<file path="config.mk">
export PLATFORM = sky130hd
export DESIGN_NAME = sscnt_merge
export DESIGN_NICKNAME = d
export VERILOG_FILES = /design/src/rtl/sscnt_pkg.sv /design/src/rtl/sscnt_merge.sv
export SDC_FILE = /design/constraint.sdc
export NUM_CORES = 1
export LEC_CHECK = 0
export ABC_CLOCK_PERIOD_IN_PS = 1800
export CORE_AREA = 5 5 213 215
export CTS_CLUSTER_SIZE = 28
export DETAILED_ROUTE_END_ITERATION = 10
export DIE_AREA = 0 0 218 220
export DONT_BUFFER_PORTS = 1
export HOLD_SLACK_MARGIN = 0.15
export PLACE_DENSITY_LB_ADDON = 0.1
export SYNTH_ARGS = -nofsm -noshare
export SYNTH_HDL_FRONTEND = slang
export SYNTH_SLANG_ARGS = --single-unit
export TNS_END_PERCENT = 30
</file>
<file path="constraint.sdc">
create_clock -name clk -period 1.8 [get_ports clk]
set_input_delay 0.27 -clock clk [delete_from_list [all_inputs] [get_ports clk]]
set_output_delay 0.27 -clock clk [all_outputs]
set_load 0.01 [all_outputs]
</file>
<file path="src/rtl/sscnt_pkg.sv">
// ============================================================================
// sscnt_pkg: shared definitions for the sorted source counter table
// Word widths, default sizes and the structs passed between the cells, the
// match reduction stages and the control logic.
// ============================================================================
package sscnt_pkg;

  localparam int unsigned WORD_W       = 32;
  localparam int unsigned DEF_CAPACITY = 256;
  // Number of cell matches merged by each unit of the first registered merge stage.
  localparam int unsigned MERGE_GROUP  = 16;

  localparam logic [WORD_W-1:0] COUNT_MAX = '1;
  localparam logic [WORD_W-1:0] COUNT_ONE = WORD_W'(1);

  // Commands broadcast to every cell of the row.
  typedef struct packed {
    logic cmp;   // compare the stored address with the key
    logic hit;   // bump the count of the matching cell
    logic ins;   // insert the key at its sorted place, shifting upwards
  } cell_cmd_t;

  // One match report: the flag and the count after the bump, zero if no hit.
  typedef struct packed {
    logic              hit;
    logic [WORD_W-1:0] count;
  } match_t;

endpackage

</file>
<file path="src/rtl/sscnt_merge.sv">
// ============================================================================
// sscnt_merge: registered merge of match reports
// ORs a group of match reports into one; at most one input ever hits.
// ============================================================================
module sscnt_merge
  import sscnt_pkg::*;
#(
  parameter int unsigned WIDTH = MERGE_GROUP
) (
  input  logic             clk,
  input  match_t           in_match [WIDTH],
  output match_t           out_match
);

  match_t merged;

  always_comb begin
    merged = '0;
    for (int i = 0; i < WIDTH; i++) begin
      merged = merged | in_match[i];
    end
  end

  always_ff @(posedge clk) begin
    out_match <= merged;
  end

endmodule
</file>
==> results of run 1 <==
[cells by family after synthesis]
family and after synthesis:
flip-flops 33, AND/OR/NAND/NOR 165
[metrics by stage]
| step | std cells | worst slack, ps |
|---|---|---|
| after global placement | 791 | 458 |
| after detailed placement | 791 | 357 |
| after floorplan | 198 | 1050 |
[synth_stat cells (all sizes together)]
cell,n
nor4,132
dfxtp,33
nand4,33
==> flow_summary_export.csv, run 1 <==
group,metric,value,unit
status,outcome,"aborted with a tool error",
status,haltStage,"4_1_cts",
status,error,"[ERROR RSZ-0060] Max buffer count reached.",
synth,yosys.area_share.simple,61.0,%
synth,synth_xor_area_share,0,%
synth,yosys.area.top_type,"nor4_1",
synth,yosysWarnings,0,
cts,cts_buffers,5,
placement,gp_congestion,0.807,
synth,syn_area,0.00169,mm²
synth,syn_avg_cell_area,8.55,µm²
synth,synth.area.top_cells,"nor4_1 49%, dfxtp_1 39%, nand4_1 12%",
synth,ys_ff_latch,33,
floorplan,die_y,220,µm
floorplan,start_util,3.89,%
floorplan,dieWidth,218,µm
placement,io_buffer_count,0,
floorplan,io_pins,562,
synth,synth_top_area_share,48.8,%
cts,htree_levels,2,
floorplan,row_count,77,
synth,yosysUniqueCellTypes,3,
placement,hpwl,13400,µm
cts,cts_setup_buffers,0,
cts,clkSinkCount,33,
synth,synthAdderAreaFrac,0,%
cts,post_cts_resized,0,
synth,synth_compound_area_share,0,%
synth,syn-instance-count,198,
cts,hold_buffers,162,
placement,place_area,0.00244,mm²
synth,ys_seq_area_share,39.0,%
cts,cts_buffer_depth,2,
synth,synth_top_family_by_area,"simple AND/OR/NAND/NOR gates",
synth,syn-num-nets,727,
cts,root_buffer,"clkbuf_16",
synth,muxShareOfSynthArea,0,%
==> run 2: changes to the inputs <==
--- a/config.mk
+++ b/config.mk
@@ -7,12 +7,10 @@
 export LEC_CHECK = 0
 export ABC_CLOCK_PERIOD_IN_PS = 1800
 export CORE_AREA = 5 5 213 215
-export CTS_CLUSTER_SIZE = 28
 export DETAILED_ROUTE_END_ITERATION = 10
 export DIE_AREA = 0 0 218 220
 export DONT_BUFFER_PORTS = 1
-export HOLD_SLACK_MARGIN = 0.15
-export PLACE_DENSITY_LB_ADDON = 0.1
+export PLACE_DENSITY_LB_ADDON = 0.15
 export SYNTH_ARGS = -nofsm -noshare
 export SYNTH_HDL_FRONTEND = slang
 export SYNTH_SLANG_ARGS = --single-unit
==> run 2 against run 1 <==
  * Synthesized cell count did not move
  * The flow now finishes without violations
  * Area after synthesis did not move
==> flow_summary_export.csv, run 2 <==
group,metric,value,unit
status,outcome,"complete, no violations",
critical_path,worstSetupStartpointType,"register",
cts,clkSinkCount,33,
drt,avgRoutedWirePerCell,25.3,µm
drt,wl,20300,µm
cts,post_cts_resized,0,
synth,synth.most_common_cell,"nor4_1",
layout,top_regs,"out_match (33)",
min_path,hold_class,"in2reg",
timing,worst_pin_slew,622,ps
timing,max-slew-margin-rel,58.2,%
placement,gp_congestion,0.825,
floorplan,core,0.0435,mm²
layout,synthToLayoutAreaGrowth,53.1,%
synth,ys_seq_area_share,39.0,%
global_route,grt_pass1_vias,2892,
cts,root_buffer,"clkbuf_16",
floorplan,dieWidth,218,µm
layout,layout_common_cells,"132 x nor4_1, 33 x nand4_1, 33 x dfxtp_1, 5 x clkbuf_16, 3 x clkbuf_1",
cts,hold_buffers,0,
power_and_ir_drop,fin_total_pwr,1.76,mW
global_route,antenna_found_initial,10,
floorplan,start_util,3.89,%
power_and_ir_drop,p_leak,0.405,nW
synth,synth_top_area_share,48.8,%
layout,final_core_util,5.95,%
global_route,grt_pass1_wl,23700,µm
floorplan,die_area,0.0480,mm²
cts,clk_pin_slew,70,ps
layout,nFillCells,5166,
drt,postRouteAntennaNets,0,
critical_path,worstPathArrival,810,ps
synth,yosys.area.top_type,"nor4_1",
drt,viasPerCell,2.98,
cts,cts_buffers,5,
placement,io_buffer_count,0,
layout,layout_commonest_cell,"nor4_1",
timing,period_needed,1080,ps
synth,yosysUniqueCellTypes,3,
placement,dp_slack,586,ps
synth,synth_top_cells_by_count,"132 x nor4_1, 33 x dfxtp_1, 33 x nand4_1",
job,cap_violations,0,
critical_path,path_class,"reg2out",
cts,cts_tree,"done",
drt,drtIter0Drc,123,
synth,syn_avg_cell_area,8.55,µm²
synth,ys_ff_latch,33,
layout,regMostFlops,"out_match",
timing,finalSetupViolCount,0,
critical_path,end_kind,"primary output",
power_and_ir_drop,peakVddDrop,0.277,mV
drt,vias,2399,
synth,yosysWarnings,0,
layout,largest_register_ffs,33,
cts,cts_buffer_depth,2,
global_route,grt-ovfl-total,0,
global_route,grt_usage,7.52,%
synth,async_reset_ff_share,0,%
cts,cts_setup_buffers,0,
timing,slew_violations,0,
drt,drc,0,
timing,tns,0,ps
timing,max_freq,0.928,GHz
floorplan,io_pins,562,
synth,synth_edf_count,0,
placement,hpwl,18900,µm
floorplan,die_y,220,µm
critical_path,required,1530,ps
timing,setup_ws,722,ps
drt,first_pass_iters,4,
synth,syn-instance-count,198,
global_route,grt_max_degree,10,
layout,nets,735,
synth,synth.area.top_cells,"nor4_1 49%, dfxtp_1 39%, nand4_1 12%",
timing,rsz0062_at_grt,"false",
floorplan,row_count,77,
power_and_ir_drop,power_density,678,mW/mm²
critical_path,cp_max_fo,1,
synth,synth-main-ff-cell,"dfxtp_1",
timing,hold_viol_final,0,
synth,syn-num-nets,727,
cts,htree_levels,2,
synth,syn_area,0.00169,mm²
timing,fin_crit_sh,59.9,%
layout,layout-drive-gt1-share,2.90,%
[run 2: metrics by stage]
stage	cell area, µm²	hold WS (ps)	instances
final	2590	56.5	805
after CTS	2580	16.4	799
after detailed placement	2440	381	791
after global routing	2590	29.6	805
after global placement	2440	377	791
after floorplan	1690	373	198
[run 2: final timing paths]
kind	slack, ps	endpoint	start	depth (start not counted)
min	60	out_match[2]$_DFF_P_	in_match[2]	2
max	720	out_match[26]	out_match[26]$_DFF_P_	0
[run 2: area by class of cell]
class | instances | area [µm²] | share of cell area (%)
multi-input cells | 165 | 1030 | 39.8
repair buffers | 1 | 7.51 | 0.290
well taps | 592 | 741 | 28.6
flip-flops and latches | 33 | 661 | 25.5
diodes | 6 | 15.0 | 0.579
clock buffers | 8 | 136 | 5.26
[run 2: routing by layer]
| metal | vias to the layer above | GRT usage [%] | routed length (µm) |
|---|---|---|---|
| met2 | 338 | 13.5 | 10700 |
| met5 | - | 0 | 28 |
| met4 | 6 | 4.42 | 812 |
| met1 | 1063 | 6.96 | 6330 |
| met3 | 45 | 3.61 | 2430 |
| li1 | 947 | - | - |
[run 2: power by group]
part | total (mW) | switching [mW] | leakage (nW) | internal (mW)
Combinational | 0.0639 | 0.0240 | 0.0723 | 0.0400
Sequential | 0.730 | 0.0000273 | 0.267 | 0.730
Clock | 0.963 | 0.444 | 0.0652 | 0.519
Total | 1.76 | 0.468 | 0.405 | 1.29
[run 2: cell families after synthesis]
family	count (synthesis)	share of synthesized area (%)
flip-flops	33	39.0
AND/OR/NAND/NOR	165	61.0
Power figures use the tool's default switching activity.
==> run 3: changes to the inputs <==
--- a/config.mk
+++ b/config.mk
@@ -5,7 +5,7 @@
 export SDC_FILE = /design/constraint.sdc
 export NUM_CORES = 1
 export LEC_CHECK = 0
-export ABC_CLOCK_PERIOD_IN_PS = 1800
+export ABC_CLOCK_PERIOD_IN_PS = 1100
 export CORE_AREA = 5 5 213 215
 export DETAILED_ROUTE_END_ITERATION = 10
 export DIE_AREA = 0 0 218 220
==> constraint.sdc (replaced) <==
create_clock -name clk -period 1.1 [get_ports clk]
set_input_delay 0.165 -clock clk [delete_from_list [all_inputs] [get_ports clk]]
set_output_delay 0.165 -clock clk [all_outputs]
set_load 0.01 [all_outputs]
==> run 3 against run 2 <==
  * The run now fails in 4_1_cts
  * Synthesized cell count stayed put
  * Area after synthesis stayed put
==> flow_summary_export.csv, run 3 <==
group,metric,value,unit
synth,synth.area.top_cells,"nor4_1 49%, dfxtp_1 39%, nand4_1 12%",
cts,cts_setup_buffers,0,
floorplan,dieWidth,218,µm
synth,async_reset_ff_share,0,%
cts,clkSinkCount,33,
status,error,"[ERROR RSZ-0060] Max buffer count reached.",
synth,ys_seq_area_share,39.0,%
synth,yosysWarnings,0,
status,haltStage,"4_1_cts",
cts,cts_buffer_depth,2,
synth,syn_area,0.00169,mm²
synth,synth_top_cells_by_count,"132 x nor4_1, 33 x dfxtp_1, 33 x nand4_1",
floorplan,start_util,3.89,%
synth,yosysUniqueCellTypes,3,
synth,synth_top_area_share,48.8,%
synth,syn_avg_cell_area,8.55,µm²
synth,synth.most_common_cell,"nor4_1",
cts,hold_buffers,161,
status,outcome,"aborted with a tool error",
floorplan,row_count,77,
synth,synth_edf_count,0,
synth,syn-instance-count,198,
floorplan,io_pins,562,
cts,htree_levels,2,
cts,root_buffer,"clkbuf_16",
synth,syn-num-nets,727,
synth,yosys.area.top_type,"nor4_1",
synth,synth-main-ff-cell,"dfxtp_1",
placement,gp_congestion,0.825,
cts,post_cts_resized,0,
placement,io_buffer_count,0,
cts,cts_buffers,5,
synth,ys_ff_latch,33,
placement,hpwl,19000,µm
floorplan,die_y,220,µm
==> run 3: logic make-up after synthesis <==
logic type       synth area share, %
AND/OR/NAND/NOR                 61.0
flip-flops                      39.0
==> run 3: metrics by stage <==
step	util [%]	worst slack, ps	hold slack [ps]	instance area [µm²]	std cells
after floorplan	-	456	268	1690	198
after global placement	5.62	199	272	2450	792
after detailed placement	5.62	154	275	2450	792
