### config.mk
export PLATFORM = sky130hd
export DESIGN_NAME = sscnt_cell
export DESIGN_NICKNAME = d
export VERILOG_FILES = /design/src/rtl/sscnt_pkg.sv /design/src/rtl/sscnt_cell.sv
export SDC_FILE = /design/constraint.sdc
export NUM_CORES = 1
export LEC_CHECK = 0
export BUFFER_PORTS_ARGS = -buffer_cell sky130_fd_sc_hd__buf_2
export CAP_MARGIN = 20
export CORE_MARGIN = 8
export CORE_UTILIZATION = 50
export DETAILED_ROUTE_END_ITERATION = 12
export GPL_TIMING_DRIVEN = 0
export MAX_ROUTING_LAYER = met4
export PLACE_DENSITY = 0.82
export SYNTH_ARGS = -nofsm -noshare
export SYNTH_HDL_FRONTEND = slang
export SYNTH_SLANG_ARGS = --single-unit
### constraint.sdc
create_clock -name clk -period 3.25 [get_ports clk]
set_clock_uncertainty 0.15 [all_clocks]
set_input_delay 0.1625 -clock clk [delete_from_list [all_inputs] [get_ports clk]]
set_output_delay 0.1625 -clock clk [all_outputs]
set_load 0.02 [all_outputs]
### src/rtl/sscnt_pkg.sv
// ============================================================================
// sscnt_pkg: shared definitions for the sorted source counter table
// Word widths, default sizes and the structs passed between the cells, the
// match reduction stages and the control logic.
// ============================================================================
package sscnt_pkg;

  localparam int unsigned WORD_W       = 32;
  localparam int unsigned DEF_CAPACITY = 256;
  // Number of cell matches merged by each unit of the first registered merge stage.
  localparam int unsigned MERGE_GROUP  = 16;

  localparam logic [WORD_W-1:0] COUNT_MAX = '1;
  localparam logic [WORD_W-1:0] COUNT_ONE = WORD_W'(1);

  // Commands broadcast to every cell of the row.
  typedef struct packed {
    logic cmp;   // compare the stored address with the key
    logic hit;   // bump the count of the matching cell
    logic ins;   // insert the key at its sorted place, shifting upwards
  } cell_cmd_t;

  // One match report: the flag and the count after the bump, zero if no hit.
  typedef struct packed {
    logic              hit;
    logic [WORD_W-1:0] count;
  } match_t;

endpackage

### src/rtl/sscnt_cell.sv
// ============================================================================
// sscnt_cell: one entry of the sorted table
// Holds an address and its count, compares against the broadcast key, stores
// the key at its place or takes its lower neighbour's entry on an insertion.
// ============================================================================
module sscnt_cell
  import sscnt_pkg::*;
(
  input  logic              clk,
  input  cell_cmd_t         cmd,
  input  logic [WORD_W-1:0] key,
  input  logic              live,        // entry index is below the fill count
  input  logic              prev_lt,     // lower neighbour holds an address below key
  input  logic [WORD_W-1:0] prev_addr,
  input  logic [WORD_W-1:0] prev_count,
  output logic [WORD_W-1:0] addr,
  output logic [WORD_W-1:0] count,
  output logic              lt,
  output match_t            match
);

  logic              eq;
  logic [WORD_W-1:0] count_inc;

  assign count_inc   = (count == COUNT_MAX) ? count : count + COUNT_ONE;
  assign match.hit   = eq;
  assign match.count = eq ? count_inc : '0;

  always_ff @(posedge clk) begin
    if (cmd.cmp) begin
      lt <= live && (addr < key);
      eq <= live && (addr == key);
    end
    if (cmd.hit && eq) begin
      count <= count_inc;
    end
    if (cmd.ins) begin
      if (!prev_lt) begin
        addr  <= prev_addr;
        count <= prev_count;
      end else if (!lt) begin
        addr  <= key;
        count <= COUNT_ONE;
      end
    end
  end

endmodule

-- After elaboration in Yosys (flattened, before gate mapping)
Index checks and enable logic that the tools add are counted.
- input port bits: 102
- logic and storage cells: 21
- output and inout bits: 98
- flip-flop bits (word level): 66
- reduce and logical (&&, ||, !) cells: 4
- add/subtract/negate cells: 1
- mux-type cells: 8
- equal/unequal tests: 3
- magnitude comparators: 1
- operator list (operator ; number):
    $mux 32 ; 8
    $add 32x1->32 const B ; 1
    $eq 32x32->1 ; 1
    $eq 32x32->1 const B ; 1
    $lt 32x32->1 ; 1
    $logic_and 1x1->1 ; 3
    $ne 2x2->1 const B ; 1
    $reduce_and 2->1 ; 1

-- Longest topological paths before layout
Gate-level depths: netlist of run 1.
- depth after elaboration: 6
- gate-level depth with buffers: 9
- depth with buffers taken out: 7

-- Worst setup path after synthesis of run 1
No wires, ideal clock.
- path kind: reg-to-output
- from: reg count[0]
- to: out match[28] in the netlist's numbering
- buffers on the path: 2
- setup slack: 123 ps
- cell stages (with the launch flop): 9
- required time: 2938 ps
- arrival: 2814 ps
- cells stage by stage: dfxtp_1 > ha_1 > nand3_1 > or4_4 > buf_6 > or3_1 > buf_2 > or3_1 > a21oi_1
- RTL lines (element ; line ; text):
    from (decl) ; sscnt_cell.sv:17 ; output logic [WORD_W-1:0] count,
    from (signal assigned) ; sscnt_cell.sv:35 ; count <= count_inc;
    from (signal assigned) ; sscnt_cell.sv:40 ; count <= prev_count;
    to (decl) ; sscnt_cell.sv:19 ; output match_t match

==> insert_results.sql, run 1 <==
INSERT INTO impl_metrics (metric_group, metric, value, unit) VALUES
('cts', 'numCtsBuffers', '9', ''),
('timing', 'number_of_pins_exceeding_their_max_slew_limit_in_the_final_report', '0', ''),
('min_path', 'hold_path_end', 'addr[31]', ''),
('final_layout', 'signed_area_change_from_the_synthesized_netlist_to_the_final_layout', '51.4', '%'),
('detailed_routing', 'drt_pre_antenna_iters', '5', ''),
('floorplanning', 'floorplan.die.height', '116', 'um'),
('min_path', 'worst_hold_path.num_cells', '2', ''),
('worst_setup_path', 'end_kind', 'output port', ''),
('floorplanning', 'initial_core_util', '0.514', ''),
('place', 'finalWeightedCongestion', '1.00', ''),
('detailed_routing', 'route.final.wire_length', '22.1', 'mm'),
('detailed_routing', 'wire_per_inst', '21.4', 'um'),
('logic_synthesis', 'synth_edf_count', '34', ''),
('global_route', 'grt_pass1_wl', '33.3', 'mm'),
('place', 'placedCellCount', '918', ''),
('pwr', 'power.static_leakage', '3.28', 'nW'),
('cts', 'clock-sinks', '66', ''),
('logic_synthesis', 'synth_fp_nets', '721', ''),
('logic_synthesis', 'yosysMostFrequentCell', 'sky130_fd_sc_hd__nand2_1', ''),
('timing', 'hold_viol', '0', ''),
('worst_setup_path', 'critical_path_arrival', '2.91', 'ns'),
('logic_synthesis', 'post-synth-top-area-cell', 'sky130_fd_sc_hd__edfxtp_1', ''),
('detailed_routing', 'final_antenna_net_count', '0', ''),
('floorplanning', 'floorplan.core_area', '9730', 'um^2'),
('min_path', 'holdCritPathClass', 'primary input to flop', ''),
('timing', 'rsz0062_at_grt', 'true', ''),
('global_route', 'grt_pass1_vias', '6429', ''),
('floorplanning', 'num_rows', '36', ''),
('global_route', 'grt_use_total', '0.327', ''),
('logic_synthesis', 'synthFlopType', 'sky130_fd_sc_hd__edfxtp_1', ''),
('logic_synthesis', 'synth_top_area_share', '0.204', ''),
('worst_setup_path', 'crit-reg2reg-capture', 'lt', ''),
('detailed_routing', 'route.detailed.vias_per_inst', '6.28', ''),
('pwr', 'irDropWorstVdd', '294', 'uV'),
('worst_setup_path', 'crit_fanout', '7', ''),
('floorplanning', 'design.die.area', '13500', 'um^2'),
('detailed_routing', 'route.vias.total', '6517', ''),
('final_layout', 'finalCoreUtilization', '0.779', ''),
('cts', 'tritoncts', 'built', ''),
('detailed_routing', 'detailedRoute.firstIterationViolations', '947', ''),
('worst_setup_path', 'rr_startpoint', 'addr[17]', ''),
('timing', 'fmax', '310', 'MHz'),
('logic_synthesis', 'yosys_warnings', '0', ''),
('timing', 'fin_crit', '3.23', 'ns'),
('timing', 'setup_violations', '0', ''),
('min_path', 'hold_path.startpoint', 'key[31]', ''),
('pwr', 'powerDensity', '398', 'nW/um^2'),
('worst_setup_path', 'timing_worst_setup_path_type', 'flop to output port', ''),
('logic_synthesis', 'syn-mean-instance-area', '8.54', 'um^2'),
('floorplanning', 'chipWidth', '116', 'um'),
('logic_synthesis', 'synthTopCellsByArea', 'sky130_fd_sc_hd__edfxtp_1 (20%), sky130_fd_sc_hd__dfxtp_1 (13%), sky130_fd_sc_hd__ha_1 (8.3%)', ''),
('timing', 'period_share', '0.993', ''),
('logic_synthesis', 'number_of_instances_in_the_synthesized_netlist', '586', ''),
('final_layout', 'final_cells', '1037', ''),
('global_route', 'grt_max_degree', '35', ''),
('status', 'status', 'complete, no violations', ''),
('place', 'detailed_place.area', '6180', 'um^2'),
('timing', 'max_slew.worst_pin.slew', '0.842', 'ns'),
('worst_setup_path', 'crit_path_cell_trace', 'ha_4 -> nand3_4 -> or4_4 -> buf_8 -> or3_1 -> buf_4 -> or3_1 -> a21oi_2 -> buf_4', ''),
('logic_synthesis', 'synth.yosys.seq_area_share', '0.332', ''),
('worst_setup_path', 'reg2reg_depth', '6', ''),
('worst_setup_path', 'rrSetupSlack', '0.44', 'ns'),
('flow_run', 'timing.max_cap.violations', '0', ''),
('final_layout', 'final_layout_size_suffix_gt1_frac', '0.332', ''),
('cts', 'clock_path_buffers', '2', ''),
('worst_setup_path', 'slowest_stage', 'sky130_fd_sc_hd__or4_4', ''),
('final_layout', 'n_fill_cell', '633', ''),
('detailed_routing', 'remaining_drc_errors', '0', ''),
('pwr', 'finalPower', '0.00301', 'W'),
('place', 'detailedPlacementHpwl', '14.3', 'mm'),
('logic_synthesis', 'yosysUniqueCellTypes', '59', '');
==> power breakdown <==
| group | internal, W | switching, W |
|---|---|---|
| clock | 0.000499 | 0.000361 |
| combinational | 0.000450 | 0.000608 |
| sequential | 0.000982 | 0.000113 |
| total | 0.00193 | 0.00108 |
==> cells by family (layout without fill, tap and decap cells) <==
kind of cell / after synthesis / after routing / share of synthesized area
mux: 33 / 33 / 0.0740
fa+ha+maj: 33 / 33 / 0.0825
compound gates: 127 / 127 / 0.175
flops: 66 / 66 / 0.332
xor+xnor: 13 / 13 / 0.0228
simple gates: 232 / 232 / 0.246
other cells: 0 / 1 / 0
buf+inv: 82 / 399 / 0.0678
==> stage by stage <==
stage,worst slack [ns],hold WS (ns)
floorplan,0.123,0.121
global placement,-0.333,0.211
detailed placement,-0.142,0.214
CTS,0.00111,0.00135
global route,-0.0243,0.00757
finish,0.0241,0.00894
==> placed cells by master, fill, tap and decap left out, types with 22 or more instances in the layout <==
cell type | netlist | final
sky130_fd_sc_hd__clkbuf_1 | 30 | 24
sky130_fd_sc_hd__edfxtp_1 | 34 | 34
sky130_fd_sc_hd__buf_2 | 9 | 200
sky130_fd_sc_hd__o211ai_1 | 22 | 22
sky130_fd_sc_hd__ha_1 | 33 | 32
sky130_fd_sc_hd__o21ai_0 | 29 | 28
sky130_fd_sc_hd__dlygate4sd3_1 | 0 | 92
sky130_fd_sc_hd__a21oi_1 | 29 | 28
sky130_fd_sc_hd__nor2_1 | 27 | 27
sky130_fd_sc_hd__mux2_2 | 32 | 32
sky130_fd_sc_hd__nand2_1 | 51 | 50
sky130_fd_sc_hd__dfxtp_1 | 32 | 24
sky130_fd_sc_hd__nand3_1 | 41 | 40
sky130_fd_sc_hd__inv_1 | 37 | 37
==> routing by layer <==
metal / vias up / wire length, um / track usage
met5: - / 0 / -
met4: 0 / 1140 / 0.185
met3: 113 / 2690 / 0.0803
met2: 557 / 10500 / 0.532
met1: 2992 / 7840 / 0.361
li1: 2855 / - / -
==> how the worst max path moves through the flow <==
| stage | start | endpoint | slack (ns) | cells past startpoint |
|---|---|---|---|---|
| floorplan | count[0] | match[28] | 0.12 | 8 |
| global placement | lt | count[14] | -0.33 | 6 |
| detailed placement | count[0] | match[1] | -0.14 | 10 |
| CTS | count[13] | match[28] | 0.001 | 8 |
| global route | count[15] | match[22] | -0.02 | 9 |
| finish | count[0] | match[28] | 0.02 | 9 |
==> registers in the layout (all words and copies together), names as in the netlist <==
register and flops:
eq 1, addr 32, count 32, lt 1
==> what timing repair did <==
item,CTS,global route
setup endpoints to repair,25,17
setup buffers,4,10
endpoints found under the hold margin,64,0
resized for setup,22,22
hold buffers,92,0
pin swaps,3,3
==> final cells by class <==
cell class / count / area (um^2) / share of cell area
flip-flops and latches: 66 / 1680 / 0.221
diodes: 1 / 2.50 / 0.000330
repair buffers: 305 / 2040 / 0.269
inverters: 37 / 139 / 0.0183
plain buffers: 41 / 224 / 0.0296
multi-input cells: 438 / 3090 / 0.408
well taps: 133 / 166 / 0.0220
clock buffers: 12 / 166 / 0.0220
clock inverters: 4 / 72.6 / 0.00958
No activity file was read; power rests on OpenSTA's default activity.
==> run 2, diff against run 1 <==
--- a/config.mk
+++ b/config.mk
@@ -8,11 +8,10 @@
 export BUFFER_PORTS_ARGS = -buffer_cell sky130_fd_sc_hd__buf_2
 export CAP_MARGIN = 20
 export CORE_MARGIN = 8
-export CORE_UTILIZATION = 50
+export CORE_UTILIZATION = 30
 export DETAILED_ROUTE_END_ITERATION = 12
 export GPL_TIMING_DRIVEN = 0
 export MAX_ROUTING_LAYER = met4
-export PLACE_DENSITY = 0.82
 export SYNTH_ARGS = -nofsm -noshare
 export SYNTH_HDL_FRONTEND = slang
 export SYNTH_SLANG_ARGS = --single-unit
==> run 2 against run 1 <==
Sequential power about the same; routed wire length decreased by 3.9%; register-to-register slack got worse by 0.06 ns; largest cell class unchanged; largest power group unchanged.
==> insert_results.sql, run 2 (same netlist as run 1, synthesis figures left out) <==
INSERT INTO impl_metrics (metric_group, metric, value, unit) VALUES
('detailed_routing', 'wire_per_inst', '19.1', 'um'),
('global_route', 'overflow', '0', ''),
('final_layout', 'finalCoreUtilization', '0.466', ''),
('cts', 'clock_path_buffers', '2', ''),
('timing', 'maxSlewHeadroom', '0.449', ''),
('final_layout', 'final_cells', '1113', ''),
('final_layout', 'most_common_cell_after_layout_fill_and_taps_aside', 'sky130_fd_sc_hd__buf_2', ''),
('place', 'port-buffer-count', '198', ''),
('global_route', 'grt_use_total', '0.199', ''),
('cts', 'clock_latency', '0.33', 'ns'),
('timing', 'hold_viol', '0', ''),
('timing', 'number_of_pins_exceeding_their_max_slew_limit_in_the_final_report', '0', ''),
('pwr', 'powerDensity', '408', 'nW/um^2'),
('timing', 'fin_crit', '3.20', 'ns'),
('final_layout', 'final_layout_size_suffix_gt1_frac', '0.333', ''),
('min_path', 'holdCritPathClass', 'primary input to flop', ''),
('floorplanning', 'ios', '200', ''),
('final_layout', 'n_antenna_cell', '0', ''),
('pwr', 'irDropWorstVdd', '229', 'uV'),
('global_route', 'grt_pass1_vias', '5837', ''),
('final_layout', 'biggestRegsByFlops', 'addr x32, count x32', ''),
('worst_setup_path', 'cp-start-kind', 'flop', ''),
('final_layout', 'commonest_non_fill_non_tap_cells_in_the_layout', 'sky130_fd_sc_hd__buf_2 (198), sky130_fd_sc_hd__dlygate4sd3_1 (81), sky130_fd_sc_hd__nand2_1 (50), sky130_fd_sc_hd__nand3_1 (40), sky130_fd_sc_hd__inv_1 (37)', ''),
('flow_run', 'timing.max_cap.violations', '0', ''),
('cts', 'cts_root_buf', 'sky130_fd_sc_hd__clkbuf_16', ''),
('floorplanning', 'design.die.area', '21100', 'um^2'),
('pwr', 'power.static_leakage', '3.30', 'nW'),
('timing', 'hold_ws', '0.00714', 'ns'),
('timing', 'rsz0062_at_grt', 'true', ''),
('timing', 'period_share', '0.985', ''),
('worst_setup_path', 'timing.critical_path.buf_inv', '2', ''),
('worst_setup_path', 'timing.critical_path.max_delay_family', 'simple AND/OR/NAND/NOR gates', ''),
('place', 'detailedPlacementHpwl', '15.5', 'mm'),
('detailed_routing', 'remaining_drc_errors', '0', ''),
('timing', 'max_slew.worst_pin.slew', '0.820', 'ns'),
('worst_setup_path', 'critical_path_arrival', '2.89', 'ns'),
('worst_setup_path', 'crit_path_cell_trace', 'nand4_1 -> buf_4 -> nor4_1 -> o21ai_1 -> or3_1 -> a21oi_1 -> buf_2', ''),
('final_layout', 'nets', '1024', ''),
('cts', 'clock-sinks', '66', ''),
('global_route', 'number_of_antenna_violations_at_the_first_check_in_global_routing', '0', ''),
('place', 'finalWeightedCongestion', '0.948', ''),
('detailed_routing', 'final_antenna_net_count', '0', ''),
('final_layout', 'n_fill_cell', '1632', ''),
('detailed_routing', 'drt_pre_antenna_iters', '5', ''),
('place', 'placedCellCount', '1005', ''),
('detailed_routing', 'route.final.wire_length', '21.3', 'mm'),
('detailed_routing', 'route.detailed.vias_per_inst', '5.34', ''),
('cts', 'numCtsBuffers', '9', ''),
('timing', 'setup_violations', '0', ''),
('worst_setup_path', 'rrSetupSlack', '0.38', 'ns'),
('worst_setup_path', 'worst-endpoint-required', '2.94', 'ns'),
('timing', 'fmax', '313', 'MHz'),
('floorplanning', 'floorplan.core_area', '16500', 'um^2'),
('floorplanning', 'num_rows', '47', ''),
('global_route', 'grt_max_degree', '34', ''),
('cts', 'tritoncts', 'built', ''),
('status', 'status', 'complete, no violations', ''),
('worst_setup_path', 'timing_worst_setup_path_type', 'flop to output port', ''),
('worst_setup_path', 'critical-path-max-stage-delay', '0.62', 'ns'),
('global_route', 'grt_pass1_wl', '32.9', 'mm'),
('floorplanning', 'chipWidth', '145', 'um'),
('detailed_routing', 'detailedRoute.firstIterationViolations', '478', ''),
('final_layout', 'signed_area_change_from_the_synthesized_netlist_to_the_final_layout', '53.3', '%'),
('cts', 'cts.reportedPaths.clkPinSlew', '0.06', 'ns'),
('worst_setup_path', 'slowest_stage', 'sky130_fd_sc_hd__nor4_1', ''),
('floorplanning', 'initial_core_util', '0.304', ''),
('worst_setup_path', 'end_kind', 'output port', ''),
('worst_setup_path', 'crit_fanout', '8', ''),
('cts', 'h-tree-depth', '3', ''),
('pwr', 'finalPower', '0.00313', 'W'),
('floorplanning', 'floorplan.die.height', '145', 'um'),
('detailed_routing', 'route.vias.total', '5942', '');
-- run 2: path summary, 6_finish.rpt --
kind | end | from | cells past startpoint
worst min-delay path | count[4] | prev_count[4] | 3
worst min register to register | count[0] | count[0] | 2
worst max-delay path | match[22] | count[11] | 7
worst max register to register | count[20] | count[11] | 6
-- run 2: what timing repair did --
item | in CTS | in global routing
cloned | 1 | 0
endpoints found under the setup margin | 40 | 24
endpoints found under the hold margin | 59 | 0
setup buffers | 3 | 12
pin swaps | 3 | 4
resized for setup | 30 | 16
hold buffers | 81 | 0
-- run 2: through the flow --
| step | worst slack, ns | cell area, um^2 | TNS, ns |
|---|---|---|---|
| after floorplan | 0.123 | 5000 | 0 |
| after global placement | -0.683 | 6270 | -28.73 |
| after detailed placement | -0.363 | 6290 | -4.07 |
| after CTS | 0.0184 | 7530 | 0 |
| after global routing | -0.0372 | 7670 | -0.0464 |
| final | 0.0504 | 7670 | 0 |
-- run 2: routing by layer --
layer,GRT usage,vias to the layer above,share of wire,wire length [um]
li1,-,2832,-,-
met1,0.239,2782,0.43,9070
met2,0.332,299,0.48,10300
met3,0.0367,29,0.070,1490
met4,0.0630,0,0.020,420
met5,-,-,0,0
-- run 2: layout make-up --
class | count | area [um^2] | share of cell area
timing repair buffer | 296 | 1950 | 0.254
buffer | 41 | 231 | 0.0302
inverter | 37 | 139 | 0.0181
clock inverter | 4 | 67.6 | 0.00881
multi-input combinational | 438 | 3100 | 0.405
sequential | 66 | 1670 | 0.218
tap | 220 | 275 | 0.0359
clock buffer | 11 | 233 | 0.0303
-- run 2: worst reg2reg max path, stage by stage (launching register included) --
cell and delay (ns):
sky130_fd_sc_hd__dfxtp_1 0.49, sky130_fd_sc_hd__nand4_1 0.21, sky130_fd_sc_hd__buf_4 0.18, sky130_fd_sc_hd__nor4_1 0.62, sky130_fd_sc_hd__o211ai_1 0.48, sky130_fd_sc_hd__or4_1 0.59
sky130_fd_sc_hd__nand3_1 0.09
-- run 2: power by group --
group	switching (W)	internal [W]
clock	0.000366	0.000663
combinational	0.000569	0.000435
sequential	0.000117	0.000983
